--- config.mk ---
export PLATFORM = sky130hd
export DESIGN_NAME = sgm_queue
export DESIGN_NICKNAME = d
export VERILOG_FILES = /design/src/hdl/sobel_gradient_magnitude_core_assert.svh /design/src/hdl/sgm_pkg.sv /design/src/hdl/sgm_queue.sv
export SDC_FILE = /design/constraint.sdc
export NUM_CORES = 1
export LEC_CHECK = 0
export BUFFER_PORTS_ARGS = -buffer_cell sky130_fd_sc_hd__buf_2
export CORE_ASPECT_RATIO = 0.75
export CORE_UTILIZATION = 35
export DETAILED_ROUTE_END_ITERATION = 12
export PLACE_DENSITY_LB_ADDON = 0.1
export SETUP_SLACK_MARGIN = 0.15
export SYNTH_ARGS = -nofsm -noshare
export SYNTH_HDL_FRONTEND = slang
export SYNTH_SLANG_ARGS = --single-unit
--- constraint.sdc ---
create_clock -name clk -period 5.8 [get_ports clk]
set_input_delay 1.16 -clock clk [delete_from_list [all_inputs] [get_ports clk]]
set_output_delay 1.16 -clock clk [all_outputs]
set_load 0.05 [all_outputs]
--- src/hdl/sobel_gradient_magnitude_core_assert.svh ---
// ----------------------------------------------------------------------------
// Sobel gradient core assertion macros
// Shared concurrent assertion forms, disabled while reset is held.
// ----------------------------------------------------------------------------
`ifndef SOBEL_GRADIENT_MAGNITUDE_CORE_ASSERT_SVH
`define SOBEL_GRADIENT_MAGNITUDE_CORE_ASSERT_SVH

// Condition implies consequence in the same cycle
`define SGM_ASSERT_SAME(label, clk, rst_n, cond, cons) \
  label: assert property (@(posedge clk) disable iff (!rst_n) (cond) |-> (cons)) \
    else $error("sobel core: same-cycle check failed");

// Condition implies consequence in the next cycle
`define SGM_ASSERT_NEXT(label, clk, rst_n, cond, cons) \
  label: assert property (@(posedge clk) disable iff (!rst_n) (cond) |=> (cons)) \
    else $error("sobel core: next-cycle check failed");

`endif

--- src/hdl/sgm_pkg.sv ---
// ----------------------------------------------------------------------------
// Sobel gradient core package
// Field widths, register codes, queue word and back end control types.
// ----------------------------------------------------------------------------
`default_nettype none

package sgm_pkg;

  localparam int PIX_W      = 8;
  localparam int GRAD_W     = 11;
  localparam int MAG_W      = 11;
  localparam int POS_W      = 11;
  localparam int CFG_W      = 12;
  localparam int CFG_IDX_W  = 1;
  localparam int DIM_MIN    = 3;

  // gx^2 + gy^2 fits in 22 bits; the root needs 11 result bits
  localparam int SQ_W       = 22;
  localparam int ROOT_STEPS = 11;
  localparam logic [SQ_W-1:0] ROOT_START = SQ_W'(1) << (2 * (ROOT_STEPS - 1));

  localparam logic [CFG_W-1:0] WIDTH_RESET  = CFG_W'(640);
  localparam logic [CFG_W-1:0] HEIGHT_RESET = CFG_W'(480);

  typedef enum logic [CFG_IDX_W-1:0] {
    REG_FRAME_WIDTH  = 1'b0,
    REG_FRAME_HEIGHT = 1'b1
  } cfg_reg_t;

  // One gradient word passed from front end to back end
  typedef struct packed {
    logic signed [GRAD_W-1:0] grad_x;
    logic signed [GRAD_W-1:0] grad_y;
    logic        [POS_W-1:0]  col;
    logic        [POS_W-1:0]  row;
    logic                     last;
  } grad_word_t;

  typedef enum logic [2:0] {
    BK_IDLE,
    BK_SQX,
    BK_SQY,
    BK_ROOT,
    BK_OUT
  } bk_state_t;

  typedef struct packed {
    logic pop;
    logic sq_first;
    logic sq_second;
    logic root_step;
    logic load;
  } bk_ctrl_t;

endpackage

`default_nettype wire

--- src/hdl/sgm_queue.sv ---
// ----------------------------------------------------------------------------
// Sobel gradient queue
// Two-entry queue of gradient words between front end and back end.
// ----------------------------------------------------------------------------
`default_nettype none

module sgm_queue import sgm_pkg::*; (
  input  wire logic       clk,
  input  wire logic       rst_n,
  input  wire logic       push,
  input  wire grad_word_t push_word,
  input  wire logic       pop,
  output grad_word_t      pop_word,
  output logic            full,
  output logic            empty
);

  grad_word_t  ent_r [2];
  logic        wr_ptr_r, wr_ptr_nxt;
  logic        rd_ptr_r, rd_ptr_nxt;
  logic [1:0]  cnt_r, cnt_nxt;
  logic        do_push, do_pop;

  assign full     = (cnt_r == 2'd2);
  assign empty    = (cnt_r == 2'd0);
  assign do_push  = push && !full;
  assign do_pop   = pop && !empty;
  assign pop_word = ent_r[rd_ptr_r];

  // Advance pointers and fill count
  always_comb begin
    wr_ptr_nxt = do_push ? !wr_ptr_r : wr_ptr_r;
    rd_ptr_nxt = do_pop ? !rd_ptr_r : rd_ptr_r;
    cnt_nxt    = cnt_r;
    if (do_push && !do_pop) begin
      cnt_nxt = cnt_r + 2'd1;
    end else if (do_pop && !do_push) begin
      cnt_nxt = cnt_r - 2'd1;
    end
  end

  always_ff @(posedge clk) begin
    if (!rst_n) begin
      wr_ptr_r <= 1'b0;
      rd_ptr_r <= 1'b0;
      cnt_r    <= 2'd0;
    end else begin
      wr_ptr_r <= wr_ptr_nxt;
      rd_ptr_r <= rd_ptr_nxt;
      cnt_r    <= cnt_nxt;
    end
  end

  // Store the pushed word
  always_ff @(posedge clk) begin
    if (do_push) begin
      ent_r[wr_ptr_r] <= push_word;
    end
  end

endmodule

`default_nettype wire

==> key figures <==
STA
  • Fin. Hold Viols: 0
  • Worst slew pin tran: 0.9861 ns
  • Final TNS setup: 0 ns
  • Max Clock Skew: 0.002957 ns
  • Final period util: 0.5421
  • Worst slew margin: 0.3405
  • Fin crit period: 3.144 ns
  • Fmax: 318.0 MHz
  • Slew Limit Fails: 0
  • Final setup vio count: 0
  • Unrepaired setup endpoints after global routing: no

Critical path
  • CP Cell Sequence: buf_4, mux2_2, buf_2
  • Critical path class: reg -> out
  • Worst R2R End: ent_r[0][25]
  • Reg2reg start: cnt_r[0]
  • Reg2Reg Depth: 4
  • Startpoint types: flip-flop
  • Worst setup EP type: primary output
  • Critical path data arrival time: 1.98 ns
  • R2R Setup Slk: 3.53 ns
  • CP required: 4.64 ns
  • Slowest Stage Delay on Critical Path: 0.57 ns
  • Worst-path fanout max: 31
  • Slowest-stage cell, CP: dfxtp_2

Yosys
  • Seq cells post-synth: 95
  • Sequential area share after synthesis: 0.8058
  • Post-Syn Area per Cell: 21.08 sq um
  • Yosys warning count: 0
  • Post-synthesis net count: 215
  • Mapped Cells: 165
  • Synth Cell Area: 3478 sq um
  • Post-synth cell types: 21

Clock network
  • Cts bufs inserted: 9
  • Clock Path Buffers: 2
  • CTS tree: built
  • Setup Buffers After CTS: 0
  • H-tree depth: 3
  • CTS Sinks: 95
  • Post-CTS sizing: 0
  • Clock root buffer: clkbuf_16
  • Clk_lat worst skew: 0.33 ns
  • Clock transition at the registers of the reported paths: 0.06 ns
  • Hold buffer count at cts: 0

Finish
  • FF/Latch Area: 2804 sq um
  • Commonest non-fill, non-tap cells in the layout: buf_2, edfxtp_1, mux2_2
  • Commonest non-fill, non-tap cell in the layout: buf_2
  • Layout area overhead: 26.33%
  • Fillers: 855
  • Multi-input gate area: 640.6 sq um
  • Final net count: 319
  • Layout cells sized above 1: 0.5897
  • Finished Core Util: 0.4550
  • Design area: 4394 sq um
  • # diodes: 0

Routing
  • Wire per inst: 14.98 um
  • Post-route ant nets: 0
  • Wirelength, routed: 6.068 mm
  • DRC: 0
  • First drt pass iteration count: 4
  • Detailed-route via count: 1789
  • Post-DR vias/cell: 4.417
  • Initial drt markers: 84

Floorplanning
  • Num rows: 31
  • CORE AREA: 9658 sq um
  • Die area: 10340 sq um
  • IO Pins: 96
  • Initial Util: 0.3602
  • Die height: 88.34 um
  • Die Span X: 117.1 um

Pwr
  • Power Density: 511.9 nW/um^2
  • Peak VDD IR: 236.3 uV
  • Leakage: 1.640 nW
  • Total power: 2.250 mW

Global routing
  • Grt total ovfl: 0
  • Antenna violations before repair: 0
  • GR Util All Layers: 0.1229
  • Largest net degree at the start of global routing: 32
  • First-pass GRT wire length: 8.997 mm
  • Vias in the first global route: 1812

Hold path
  • Hold Path Class: reg -> reg
  • Hold path depth: 2
  • Hold Crit Start: cnt_r[1]
  • Hold endpoint: cnt_r[1]

Placed design
  • Area after DPL: 4115 sq um
  • Hpwl dp: 3.822 mm
  • PortBufs: 95
  • Placer Congestion: 0.6749

Run status
  • Result of the run: complete, no violations

Job
  • Max-Cap Viols: 0
## stage by stage
step           hold WS [ns]  setup slack [ns]  std cells
6_report             0.5199             2.656        405
3_3_place_gp         0.5026             2.741        390
4_1_cts              0.5208             2.568        405
2_1_floorplan        0.4833             2.331        165
3_5_place_dp         0.5117             2.733        390
5_1_grt              0.5695             2.528        405
## synth_stat cells
library cell  instances  share of area
edfxtp_1             90           0.78
mux2_2               45           0.15
dfxtp_1               5          0.029
buf_4                 4         0.0086
and2_1                3         0.0054
nor2_1                2         0.0022
xnor2_1               2         0.0050
a21boi_0              1         0.0022
a21boi_1              1         0.0022
and3_1                1         0.0018
buf_2                 1         0.0014
ha_1                  1         0.0036
inv_1                 1         0.0011
inv_2                 1         0.0011
nand2b_1              1         0.0018
nor3_2                1         0.0029
o21a_1                1         0.0022
o21ai_0               1         0.0014
o21ai_1               1         0.0014
or3_1                 1         0.0018
xor2_1                1         0.0025
## state kept, by name (all words and copies together) (netlist names), named ones only
register  count
cnt_r         2
ent_r        90
wr_ptr_r      1
rd_ptr_r      1
## critical path: cells and delay by family, from the launching register on
kind,cells,cell delay [ns]
flip-flops,1,0.57
buffers and inverters,2,0.67
multiplexers,1,0.40
## where the power goes
part	switching [mW]	leakage, nW	internal (mW)	total [mW]
Sequential	0.0395	0.882	0.864	0.903
Clock	0.226	0.142	0.328	0.555
Combinational	0.569	0.616	0.222	0.792
## routing by layer
metal,part of all wire,vias up,global-route usage
met4,0.0087,0,0.03452
met2,0.49,60,0.2023
met1,0.43,873,0.1357
met5,0,-,0
met3,0.073,5,0.07260
li1,-,851,-
## cell families (layout without fill, tap and decap cells)
| logic type | after synthesis | count (layout) | share of synthesized area |
|---|---|---|---|
| AO/OA/AOI/OAI | 5 | 5 | 0.009352 |
| adder cells (fa/ha/maj) | 1 | 1 | 0.003597 |
| flip-flops | 95 | 95 | 0.8058 |
| XOR/XNOR | 3 | 3 | 0.007555 |
| AND/OR/NAND/NOR | 9 | 9 | 0.01583 |
| buffers and inverters | 7 | 115 | 0.01223 |
| multiplexers | 45 | 45 | 0.1457 |
## how the worst max path moves through the flow
stage	end	start	slack [ns]
2_1_floorplan	ent_r[0][0]	push	2.33
5_1_grt	pop_word[13]	flip-flop	2.53
4_1_cts	pop_word[13]	flip-flop	2.57
3_5_place_dp	ent_r[0][27]	push	2.73
6_report	pop_word[13]	flip-flop	2.66
3_3_place_gp	ent_r[0][27]	push	2.74
## layout make-up
| cell class | instances | area share |
|---|---|---|
| Timing Repair Buffer | 98 | 0.1133 |
| Sequential cell | 95 | 0.6381 |
| Multi-Input combinational cell | 63 | 0.1458 |
| Tap cell | 132 | 0.03759 |
| Clock buffer | 10 | 0.05211 |
| Clock inverter | 5 | 0.01139 |
| Inverter | 2 | 0.001708 |
(Power assumes the default switching activity.)
