## config.mk

```make
export PLATFORM = sky130hd
export DESIGN_NAME = sgm_back
export DESIGN_NICKNAME = d
export VERILOG_FILES = /design/src/hdl/sobel_gradient_magnitude_core_assert.svh /design/src/hdl/sgm_pkg.sv /design/src/hdl/sgm_back.sv
export SDC_FILE = /design/constraint.sdc
export NUM_CORES = 1
export LEC_CHECK = 0
export BUFFER_PORTS_ARGS = -buffer_cell sky130_fd_sc_hd__buf_2
export CAP_MARGIN = 20
export CORE_MARGIN = 3
export CORE_UTILIZATION = 40
export DETAILED_ROUTE_END_ITERATION = 8
export GPL_TIMING_DRIVEN = 0
export PLACE_DENSITY_LB_ADDON = 0.08
export SETUP_SLACK_MARGIN = 0.15
export SLEW_MARGIN = 20
export SYNTH_ARGS = -nofsm -noshare
export SYNTH_HDL_FRONTEND = slang
export SYNTH_SLANG_ARGS = --single-unit
```

## constraint.sdc

```tcl
create_clock -name clk -period 14.7 [get_ports clk]
set_input_delay 2.94 -clock clk [delete_from_list [all_inputs] [get_ports clk]]
set_output_delay 2.94 -clock clk [all_outputs]
set_load 0.01 [all_outputs]
```

## src/hdl/sobel_gradient_magnitude_core_assert.svh

```systemverilog
// ----------------------------------------------------------------------------
// Sobel gradient core assertion macros
// Shared concurrent assertion forms, disabled while reset is held.
// ----------------------------------------------------------------------------
`ifndef SOBEL_GRADIENT_MAGNITUDE_CORE_ASSERT_SVH
`define SOBEL_GRADIENT_MAGNITUDE_CORE_ASSERT_SVH

// Condition implies consequence in the same cycle
`define SGM_ASSERT_SAME(label, clk, rst_n, cond, cons) \
  label: assert property (@(posedge clk) disable iff (!rst_n) (cond) |-> (cons)) \
    else $error("sobel core: same-cycle check failed");

// Condition implies consequence in the next cycle
`define SGM_ASSERT_NEXT(label, clk, rst_n, cond, cons) \
  label: assert property (@(posedge clk) disable iff (!rst_n) (cond) |=> (cons)) \
    else $error("sobel core: next-cycle check failed");

`endif

```

## src/hdl/sgm_pkg.sv

```systemverilog
// ----------------------------------------------------------------------------
// Sobel gradient core package
// Field widths, register codes, queue word and back end control types.
// ----------------------------------------------------------------------------
`default_nettype none

package sgm_pkg;

  localparam int PIX_W      = 8;
  localparam int GRAD_W     = 11;
  localparam int MAG_W      = 11;
  localparam int POS_W      = 11;
  localparam int CFG_W      = 12;
  localparam int CFG_IDX_W  = 1;
  localparam int DIM_MIN    = 3;

  // gx^2 + gy^2 fits in 22 bits; the root needs 11 result bits
  localparam int SQ_W       = 22;
  localparam int ROOT_STEPS = 11;
  localparam logic [SQ_W-1:0] ROOT_START = SQ_W'(1) << (2 * (ROOT_STEPS - 1));

  localparam logic [CFG_W-1:0] WIDTH_RESET  = CFG_W'(640);
  localparam logic [CFG_W-1:0] HEIGHT_RESET = CFG_W'(480);

  typedef enum logic [CFG_IDX_W-1:0] {
    REG_FRAME_WIDTH  = 1'b0,
    REG_FRAME_HEIGHT = 1'b1
  } cfg_reg_t;

  // One gradient word passed from front end to back end
  typedef struct packed {
    logic signed [GRAD_W-1:0] grad_x;
    logic signed [GRAD_W-1:0] grad_y;
    logic        [POS_W-1:0]  col;
    logic        [POS_W-1:0]  row;
    logic                     last;
  } grad_word_t;

  typedef enum logic [2:0] {
    BK_IDLE,
    BK_SQX,
    BK_SQY,
    BK_ROOT,
    BK_OUT
  } bk_state_t;

  typedef struct packed {
    logic pop;
    logic sq_first;
    logic sq_second;
    logic root_step;
    logic load;
  } bk_ctrl_t;

endpackage

`default_nettype wire

```

## src/hdl/sgm_back.sv

```systemverilog
// ----------------------------------------------------------------------------
// Sobel back end
// Squares the gradients with one shared multiplier, takes the integer square
// root one result bit per cycle and holds the result word for the receiver.
// ----------------------------------------------------------------------------
`default_nettype none

module sgm_back import sgm_pkg::*; (
  input  wire logic               clk,
  input  wire logic               rst_n,
  input  wire logic               q_empty,
  input  wire grad_word_t         q_word,
  output logic                    q_pop,
  output logic                    out_valid,
  input  wire logic               out_stall,
  output logic signed [GRAD_W-1:0] out_grad_x,
  output logic signed [GRAD_W-1:0] out_grad_y,
  output logic [MAG_W-1:0]        out_magnitude,
  output logic [POS_W-1:0]        out_col,
  output logic [POS_W-1:0]        out_row,
  output logic                    out_last_of_frame
);

  bk_state_t        state_r, state_nxt;
  bk_ctrl_t         ctrl;
  grad_word_t       job_r;

  logic [GRAD_W-1:0] abs_x, abs_y, mul_op;
  logic [SQ_W-1:0]   prod;
  logic [SQ_W-1:0]   acc_r, res_r, bit_r;
  logic [SQ_W-1:0]   trial;
  logic              ge;
  logic              out_free;
  logic              out_valid_r;

  assign out_free = !out_valid_r || !out_stall;

  // Next state
  always_comb begin
    state_nxt = state_r;
    case (state_r)
      BK_IDLE: begin
        if (!q_empty) begin
          state_nxt = BK_SQX;
        end
      end
      BK_SQX: begin
        state_nxt = BK_SQY;
      end
      BK_SQY: begin
        state_nxt = BK_ROOT;
      end
      BK_ROOT: begin
        if (bit_r[0]) begin
          state_nxt = BK_OUT;
        end
      end
      BK_OUT: begin
        if (out_free) begin
          state_nxt = BK_IDLE;
        end
      end
      default: begin
        state_nxt = BK_IDLE;
      end
    endcase
  end

  // Control outputs
  always_comb begin
    ctrl = '0;
    case (state_r)
      BK_IDLE: ctrl.pop       = !q_empty;
      BK_SQX:  ctrl.sq_first  = 1'b1;
      BK_SQY:  ctrl.sq_second = 1'b1;
      BK_ROOT: ctrl.root_step = 1'b1;
      BK_OUT:  ctrl.load      = out_free;
      default: ctrl = '0;
    endcase
  end

  assign q_pop = ctrl.pop;

  always_ff @(posedge clk) begin
    if (!rst_n) begin
      state_r <= BK_IDLE;
    end else begin
      state_r <= state_nxt;
    end
  end

  // Shared multiplier on the gradient magnitudes
  assign abs_x  = job_r.grad_x[GRAD_W-1] ? GRAD_W'(-job_r.grad_x) : GRAD_W'(job_r.grad_x);
  assign abs_y  = job_r.grad_y[GRAD_W-1] ? GRAD_W'(-job_r.grad_y) : GRAD_W'(job_r.grad_y);
  assign mul_op = ctrl.sq_first ? abs_x : abs_y;
  assign prod   = SQ_W'(mul_op) * SQ_W'(mul_op);

  // One step of the digit-by-digit square root
  assign trial = res_r + bit_r;
  assign ge    = (acc_r >= trial);

  always_ff @(posedge clk) begin
    if (ctrl.pop) begin
      job_r <= q_word;
    end
    if (ctrl.sq_first) begin
      acc_r <= prod;
    end else if (ctrl.sq_second) begin
      acc_r <= acc_r + prod;
      res_r <= '0;
      bit_r <= ROOT_START;
    end else if (ctrl.root_step) begin
      acc_r <= ge ? acc_r - trial : acc_r;
      res_r <= ge ? (res_r >> 1) + bit_r : res_r >> 1;
      bit_r <= bit_r >> 2;
    end
  end

  // Output register: hold the word until the receiver takes it
  always_ff @(posedge clk) begin
    if (!rst_n) begin
      out_valid_r <= 1'b0;
    end else if (ctrl.load) begin
      out_valid_r <= 1'b1;
    end else if (!out_stall) begin
      out_valid_r <= 1'b0;
    end
  end

  always_ff @(posedge clk) begin
    if (ctrl.load) begin
      out_grad_x        <= job_r.grad_x;
      out_grad_y        <= job_r.grad_y;
      out_magnitude     <= MAG_W'(res_r);
      out_col           <= job_r.col;
      out_row           <= job_r.row;
      out_last_of_frame <= job_r.last;
    end
  end

  assign out_valid = out_valid_r;

endmodule

`default_nettype wire

```

==> results of run 1 <==
-- sequential cells by signal, indices dropped and copies added, names as in the netlist --
register and flops:
job_r 45, acc_r 22, res_r 22, bit_r 11, out_col 11, out_grad_x 11, out_grad_y 11, out_magnitude 11
out_row 11, state_r 3, out_last_of_frame 1, out_valid 1
-- cell usage in the layout (no fill, tap or decap), types with 19 or more instances in the layout --
cell type,count
nor2_1,101
nand2_1,97
edfxtp_1,156
a21oi_1,68
inv_1,113
a31oi_1,29
xor2_1,53
o21ai_0,44
ha_1,121
buf_2,113
o21ai_1,19
fa_1,64
clkbuf_1,21
a21o_1,22
xnor2_1,44
-- how the worst max path moves through the flow --
stage               cells after the start  startpoint   endpoint  slack [ns]
CTS                                    30   job_r[25]  acc_r[21]        5.87
global route                           30   job_r[25]  acc_r[21]        5.22
global placement                        3     q_empty      q_pop        1.16
floorplan                               1     q_empty      q_pop        4.27
detailed placement                     30   job_r[25]  acc_r[21]        5.91
finish                                 30   job_r[25]  acc_r[21]        5.92
-- cell type report --
cell class	count	area share [%]
Multi-Input combinational cell	884	49.8
Clock inverter	15	1.24
Clock buffer	17	3.03
Tap cell	390	3.48
Inverter	116	3.10
Sequential cell	160	34.0
Timing Repair Buffer	118	4.63
Buffer	25	0.732
-- cells by family (layout without fill, tap and decap cells) --
kind of cell	after synthesis	after routing
compound gates	274	274
xor+xnor	97	97
fa+ha+maj	185	185
buf+inv	141	291
flops	160	160
mux	8	8
other cells	2	6
simple gates	314	314
-- layer usage --
layer	up-vias	global-route usage, %	share of wire [%]
met4	0	4.39	1.2
met3	20	2.74	2.3
li1	4487	-	-
met5	-	0	0
met1	4222	23.1	46
met2	101	30.8	50
-- critical path: cells and delay by family, from the launching register on --
kind            cells  cell delay, ns
compound gates     10            2.31
xor+xnor            3            0.51
fa+ha+maj           7            3.08
buf+inv             3            0.15
flops               1            0.47
simple gates        7            1.97
-- per-stage QoR --
| stage | std cells | utilization [%] | hold WS [ns] | instance area, um2 |
|---|---|---|---|---|
| 2_1_floorplan | 1185 | - | 0.400 | 12300 |
| 3_3_place_gp | 1681 | 44.5 | 0.400 | 13300 |
| 3_5_place_dp | 1693 | 44.9 | 0.405 | 13400 |
| 4_1_cts | 1725 | 46.9 | 0.418 | 14000 |
| 5_1_grt | 1725 | 46.9 | 0.423 | 14000 |
| 6_report | 1725 | 46.9 | 0.415 | 14000 |
==> impl_metrics.json, run 1 <==
{
  "outcome": "complete, no violations",
  "cp.arrival_ns": 8.94,
  "dr.pass1.iters": 7,
  "area_growth_pct": 14.5,
  "postCtsSetupBuffers": 0,
  "ff_latch_area_mm2": 0.00476,
  "avgRoutedWirePerCell_um": 16.4,
  "maxCapViolations": 0,
  "antenna_found_initial": 0,
  "hold_viol_final": 0,
  "setup_viol": 0,
  "coreArea_mm2": 0.0299,
  "netlist_instances": 1181,
  "worstHoldPathType": "reg -> reg",
  "io_buffers": 106,
  "syn_area_mm2": 0.0123,
  "startpoint_type": "flop",
  "hold_start": "job_r[1]",
  "cts_buffer_depth": 2,
  "syn_avg_cell_area_um2": 10.4,
  "grt_overflow_total": 0,
  "path_class": "reg -> reg",
  "synth_common_cells": "156 x edfxtp_1, 121 x ha_1, 114 x inv_1",
  "grt_max_degree": 35,
  "yosysTopAreaCell": "edfxtp_1",
  "cts_resized": 0,
  "ys_seq_area_share_pct": 38.9,
  "die_area_mm2": 0.0328,
  "drt_wl_total_um": 28300,
  "async_flop_share_pct": 0,
  "ys_types": 70,
  "grt_usage_pct": 17.7,
  "num_rows": 63,
  "rr_worst_depth": 30,
  "critPathRequiredTime_ns": 14.86,
  "crit_path_end_kind": "flop",
  "htree_levels": 4,
  "synth-compound-area-share_pct": 14.1,
  "synth_top_area_share_pct": 38.2,
  "ys_seq_elements": 160,
  "die_height_um": 181,
  "reg2reg_slack_ns": 5.92,
  "fill_cells": 2829,
  "synthSimpleGateAreaFrac_pct": 12.1,
  "multiInputGateArea_mm2": 0.00699,
  "fmax_mhz": 114,
  "clock-sinks": 160,
  "cts_tree": "done",
  "grt_pass1_wl_um": 46300,
  "cp_max_fo": 10,
  "dp_hpwl_um": 22600,
  "cpPeakStageDelay_ns": 0.72,
  "cpMaxStageDelayCell": "a21oi_1",
  "slew_headroom_pct": 38.0,
  "cts_inserted_buffers": 17,
  "hold_depth": 0,
  "synth_mux_area_share_pct": 0.766,
  "die_w_um": 181,
  "r2r-start": "job_r[25]",
  "rsz0062_at_grt": "false",
  "nets": 1556,
  "post-place-ws_ns": 5.91,
  "grt_pass1_vias": 8972,
  "period_needed_ns": 8.78,
  "ys.flop_type": "edfxtp_1",
  "synth-xor-area-share_pct": 6.93,
  "synth.area.top_cells": "edfxtp_1 38%, ha_1 12%, fa_1 10%",
  "fin_skew_ns": 0.0189,
  "drive_gt1_share_pct": 12.4,
  "r2r-end": "acc_r[21]",
  "ioPinCount": 107,
  "drt_iter0_markers": 306,
  "vias": 8830,
  "synth_edf_count": 156,
  "fin_setup_tns_ns": 0,
  "clk_pin_slew_ns": 0.07,
  "synth_fa_ha_area_share_pct": 22.8,
  "worstHoldEndpoint": "out_row[0]",
  "clkLatencyLatePin_ns": 0.44,
  "initial_core_util_pct": 41.0,
  "diodes": 0,
  "drc": 0,
  "finalCritPeriodShare_pct": 59.7,
  "ys_warn_count": 0,
  "synth_top_family_by_area": "adder cells",
  "viasPerCell": 5.12,
  "worstMarginPinSlew_ns": 0.904,
  "ctsHoldBuffers": 0,
  "cts_root_buf": "clkbuf_16",
  "setup_ws_ns": 5.92,
  "gp_congestion": 0.851,
  "ant_nets": 0,
  "yosysMostFrequentCell": "edfxtp_1",
  "slew_viol_final": 0
}
Power of run 1 is left out: the tool's default activity adds up to more than one toggle a clock period on the data nets, which glitch-free logic cannot reach.
==> run 2: changes to the inputs <==
Clock period 14.7 ns to 8.3 ns, I/O delays scaled along.
==> run 2 against run 1 <==
- design area up 2.8%
- via count up 1.1%
- register-to-register slack worse by 5.5 ns
- critical endpoint unchanged
==> impl_metrics.json, run 2 (synthesis results as in run 1) <==
{
  "layout_commonest_cell": "edfxtp_1",
  "grt_usage_pct": 17.8,
  "startpoint_type": "flop",
  "num_rows": 63,
  "cp_common_cell": "fa_1",
  "hold_viol_final": 0,
  "final_cell_mix": "156 x edfxtp_1, 119 x ha_1, 113 x buf_2",
  "grt_max_degree": 35,
  "maxCapViolations": 0,
  "worstMarginPinSlew_ns": 0.935,
  "slew_headroom_pct": 37.7,
  "fin_setup_tns_ns": 0,
  "vias": 8930,
  "placed_cell_area_mm2": 0.0134,
  "die_area_mm2": 0.0328,
  "postLayoutCoreUtil_pct": 48.2,
  "drt_wl_total_um": 28700,
  "cts_root_buf": "clkbuf_16",
  "io_buffers": 106,
  "ant_nets": 0,
  "cts_inserted_buffers": 17,
  "area_growth_pct": 17.6,
  "finalCritPeriodShare_pct": 94.5,
  "dr.pass1.iters": 5,
  "dp_hpwl_um": 22600,
  "ioPinCount": 107,
  "grt_pass1_wl_um": 46500,
  "coreArea_mm2": 0.0299,
  "diodes": 0,
  "cp_max_fo": 9,
  "cts_buffer_depth": 2,
  "critPathRequiredTime_ns": 8.46,
  "worstHoldPathType": "reg -> reg",
  "die_w_um": 181,
  "fmax_mhz": 127,
  "largest-register": "job_r",
  "die_height_um": 181,
  "cpMaxStageDelayCell": "or4_4",
  "cts_tree": "done",
  "post-place-ws_ns": -0.491,
  "outcome": "complete, no violations",
  "viasPerCell": 5.10,
  "period_needed_ns": 7.84,
  "fin_skew_ns": 0.0174,
  "path_class": "reg -> reg",
  "clock-sinks": 160,
  "setup_ws_ns": 0.457,
  "clkLatencyLatePin_ns": 0.45,
  "reg_top3": "job_r (45), acc_r (22), res_r (22)",
  "slew_viol_final": 0,
  "htree_levels": 4,
  "grt_overflow_total": 0,
  "final_cell_area_mm2": 0.0144,
  "drc": 0,
  "drt_iter0_markers": 338,
  "initial_core_util_pct": 41.0,
  "gp_congestion": 0.851,
  "nets": 1581,
  "grt_pass1_vias": 8995,
  "clk_pin_slew_ns": 0.07,
  "drive_gt1_share_pct": 16.8,
  "largest_reg_flops": 45,
  "antenna_found_initial": 0,
  "setup_viol": 0,
  "crit_path_end_kind": "flop",
  "rsz0062_at_grt": "false",
  "cpPeakStageDelay_ns": 0.56,
  "avgRoutedWirePerCell_um": 16.4,
  "cp.arrival_ns": 8.00
}
[run 2: changes by cell type in the layout (fill, tap and decap cells not counted), moves of 4 or more]
cell      previous run  this run
a21oi_1             68        62
a21oi_2              0         4
buf_4                3        29
clkbuf_1            21        15
clkbuf_2             0         4
[run 2: area by class of cell]
class	instances	area, um2
Clock buffer	17	425
Buffer	25	115
Clock inverter	15	174
Timing Repair Buffer	143	837
Tap cell	390	488
Fill cell	2793	15500
Inverter	116	438
Sequential cell	160	4760
Multi-Input combinational cell	884	7170
[run 2: final timing paths]
path         depth (start not counted)      start  slack (ns)    endpoint
max reg2reg                         28  job_r[41]        0.46   acc_r[21]
min                                  0   job_r[1]        0.41  out_row[0]
max                                 28  job_r[41]        0.46   acc_r[21]
min reg2reg                          0   job_r[1]        0.41  out_row[0]
[run 2: repair_timing]
item / in CTS / in global routing
pin swaps: 1 / 7
endpoints found under the setup margin: 6 / 6
resized for setup: 17 / 40
endpoints found under the hold margin: 0 / 0
hold buffers: 0 / 0
setup buffers: 6 / 19
[run 2: metal layers]
layer / global-route usage (%) / vias up / part of all wire [%]
li1: - / 4542 / -
met1: 23.2 / 4276 / 46
met2: 31.1 / 94 / 50
met3: 2.72 / 18 / 2.4
met4: 4.24 / 0 / 1.1
met5: 0 / - / 0
[run 2: stage by stage]
step                hold WS, ns  cells
global route              0.423   1750
floorplan                 0.400   1185
detailed placement        0.405   1693
CTS                       0.418   1731
global placement          0.400   1681
finish                    0.415   1750
[run 2: worst max-delay path: cells and delay by family (launching register included)]
family                     cells  cell delay, ns
DFF                            1            0.41
AOI/OAI and AO/OA             10            1.72
adders and majority gates      7            3.04
and+or+nand+nor                5            1.70
xor gates and xnor gates       3            0.53
buffers and inverters          3            0.15
Power of run 2 is left out for the same reason.
==> run 3: changes to the inputs <==
Settings changed: CTS_BUF_LIST set to sky130_fd_sc_hd__clkbuf_4.
Clock period 8.3 ns to 7.4 ns, I/O delays scaled along.
==> run 3 against run 2 <==
- flip-flop and latch count stayed put
- the run now ends with setup timing left
- fmax is 3.2% higher
- die area did not move
- global-route usage grew 0.88 points
- hold slack gained 0.024 ns
==> impl_metrics.json, run 3 (synthesis results as in run 1) <==
{
  "finalCritPeriodShare_pct": 103,
  "nets": 1614,
  "io_buffers": 106,
  "cpMaxStageDelayCell": "fa_1",
  "grt_pass1_vias": 9484,
  "ant_nets": 0,
  "initial_core_util_pct": 41.0,
  "cp.arrival_ns": 7.99,
  "rsz0062_at_grt": "true",
  "postLayoutCoreUtil_pct": 49.6,
  "vias": 9205,
  "fin_hold_ws_ns": 0.439,
  "hold_viol_final": 0,
  "reg2reg_slack_ns": -0.20,
  "die_area_mm2": 0.0328,
  "grt_overflow_total": 0,
  "grt_max_degree": 35,
  "gp_congestion": 0.840,
  "period_needed_ns": 7.60,
  "maxCapViolations": 0,
  "worstMarginPinSlew_ns": 0.997,
  "slew_viol_final": 0,
  "drt_iter0_markers": 382,
  "antenna_found_initial": 1,
  "drc": 0,
  "outcome": "finished, violations left",
  "clkLatencyLatePin_ns": 0.61,
  "drt_wl_total_um": 30100,
  "grt_usage_pct": 18.6,
  "cpPeakStageDelay_ns": 0.54,
  "cts_root_buf": "clkbuf_4",
  "ctsHoldBuffers": 0,
  "coreArea_mm2": 0.0299,
  "setup_viol": 4,
  "grt_pass1_wl_um": 49100,
  "final_cell_mix": "156 x edfxtp_1, 107 x ha_1, 106 x inv_1, 106 x buf_2, 93 x nor2_1",
  "cts_inserted_buffers": 17,
  "layout_commonest_cell": "edfxtp_1",
  "htree_levels": 4,
  "cp_max_fo": 4,
  "hold_depth": 0,
  "num_rows": 63,
  "reg_top3": "job_r (45), acc_r (22), res_r (22)",
  "die_w_um": 181,
  "crit_path_end_kind": "flop",
  "cts_tree": "done",
  "avgRoutedWirePerCell_um": 16.9,
  "drive_gt1_share_pct": 22.7,
  "clock-sinks": 160,
  "setup_ws_ns": -0.201,
  "violations": "setup timing",
  "dp_hpwl_um": 22800,
  "largest_reg_flops": 45,
  "worstHoldPathType": "reg -> reg",
  "cts_buffer_depth": 2,
  "viasPerCell": 5.16,
  "ioPinCount": 107,
  "dr.pass1.iters": 5,
  "die_height_um": 181,
  "cp_common_cell": "fa_1",
  "largest-register": "job_r",
  "fmax_mhz": 132,
  "clk_pin_slew_ns": 0.18,
  "startpoint_type": "flop",
  "fin_skew_ns": 0.0437,
  "critPathRequiredTime_ns": 7.78,
  "slew_headroom_pct": 31.8,
  "path_class": "reg -> reg",
  "area_growth_pct": 21.0,
  "rr_worst_depth": 32
}
==> run 3: worst paths after layout <==
path | start | end
worst max-delay path | job_r[37] | acc_r[20]
worst min-delay path | job_r[17] | out_col[5]
worst max register to register | job_r[37] | acc_r[20]
worst min register to register | job_r[17] | out_col[5]
==> run 3: critical path: cells and delay by family, from the launching register on <==
kind                     cells  cell delay (ns)
AO/OA/AOI/OAI                8             1.56
XOR/XNOR                     1             0.18
adder cells (fa/ha/maj)      7             2.92
buffers and inverters        5             0.42
flip-flops                   1             0.49
AND/OR/NAND/NOR             11             1.82
==> run 3: through the flow <==
step	cells	setup WS [ns]	instance area (um2)	setup TNS, ns
finish	1785	-0.201	14800	-0.573
global route	1785	-0.522	14800	-2.38
CTS	1771	-0.174	14600	-0.426
detailed placement	1689	-1.20	13500	-7.97
global placement	1681	-1.12	13300	-15.21
floorplan	1185	0.0500	12300	0
==> run 3: cell type report <==
class                   instances  area, um2
clock inverters                15        188
repair buffers                176       1130
multi-input cells             884       7540
flip-flops and latches        160       4770
diodes                          2       5.00
inverters                     116        440
fillers                      2765      15100
plain buffers                  25        133
well taps                     390        488
clock buffers                  17        128
==> run 3: repair_timing <==
action,in CTS,in global routing
pin swaps,51,29
gates resized for setup,86,35
setup endpoints to repair,13,12
setup buffers,50,12
==> run 3: routing by layer <==
metal  wire length (um)  vias up  GRT usage (%)
met3               1000       31           2.98
met1              13300     4423           23.8
met5                  0        -              0
met2              15300      141           33.2
li1                   -     4610              -
met4                533        0           4.57
Power of run 3 is left out for the same reason.
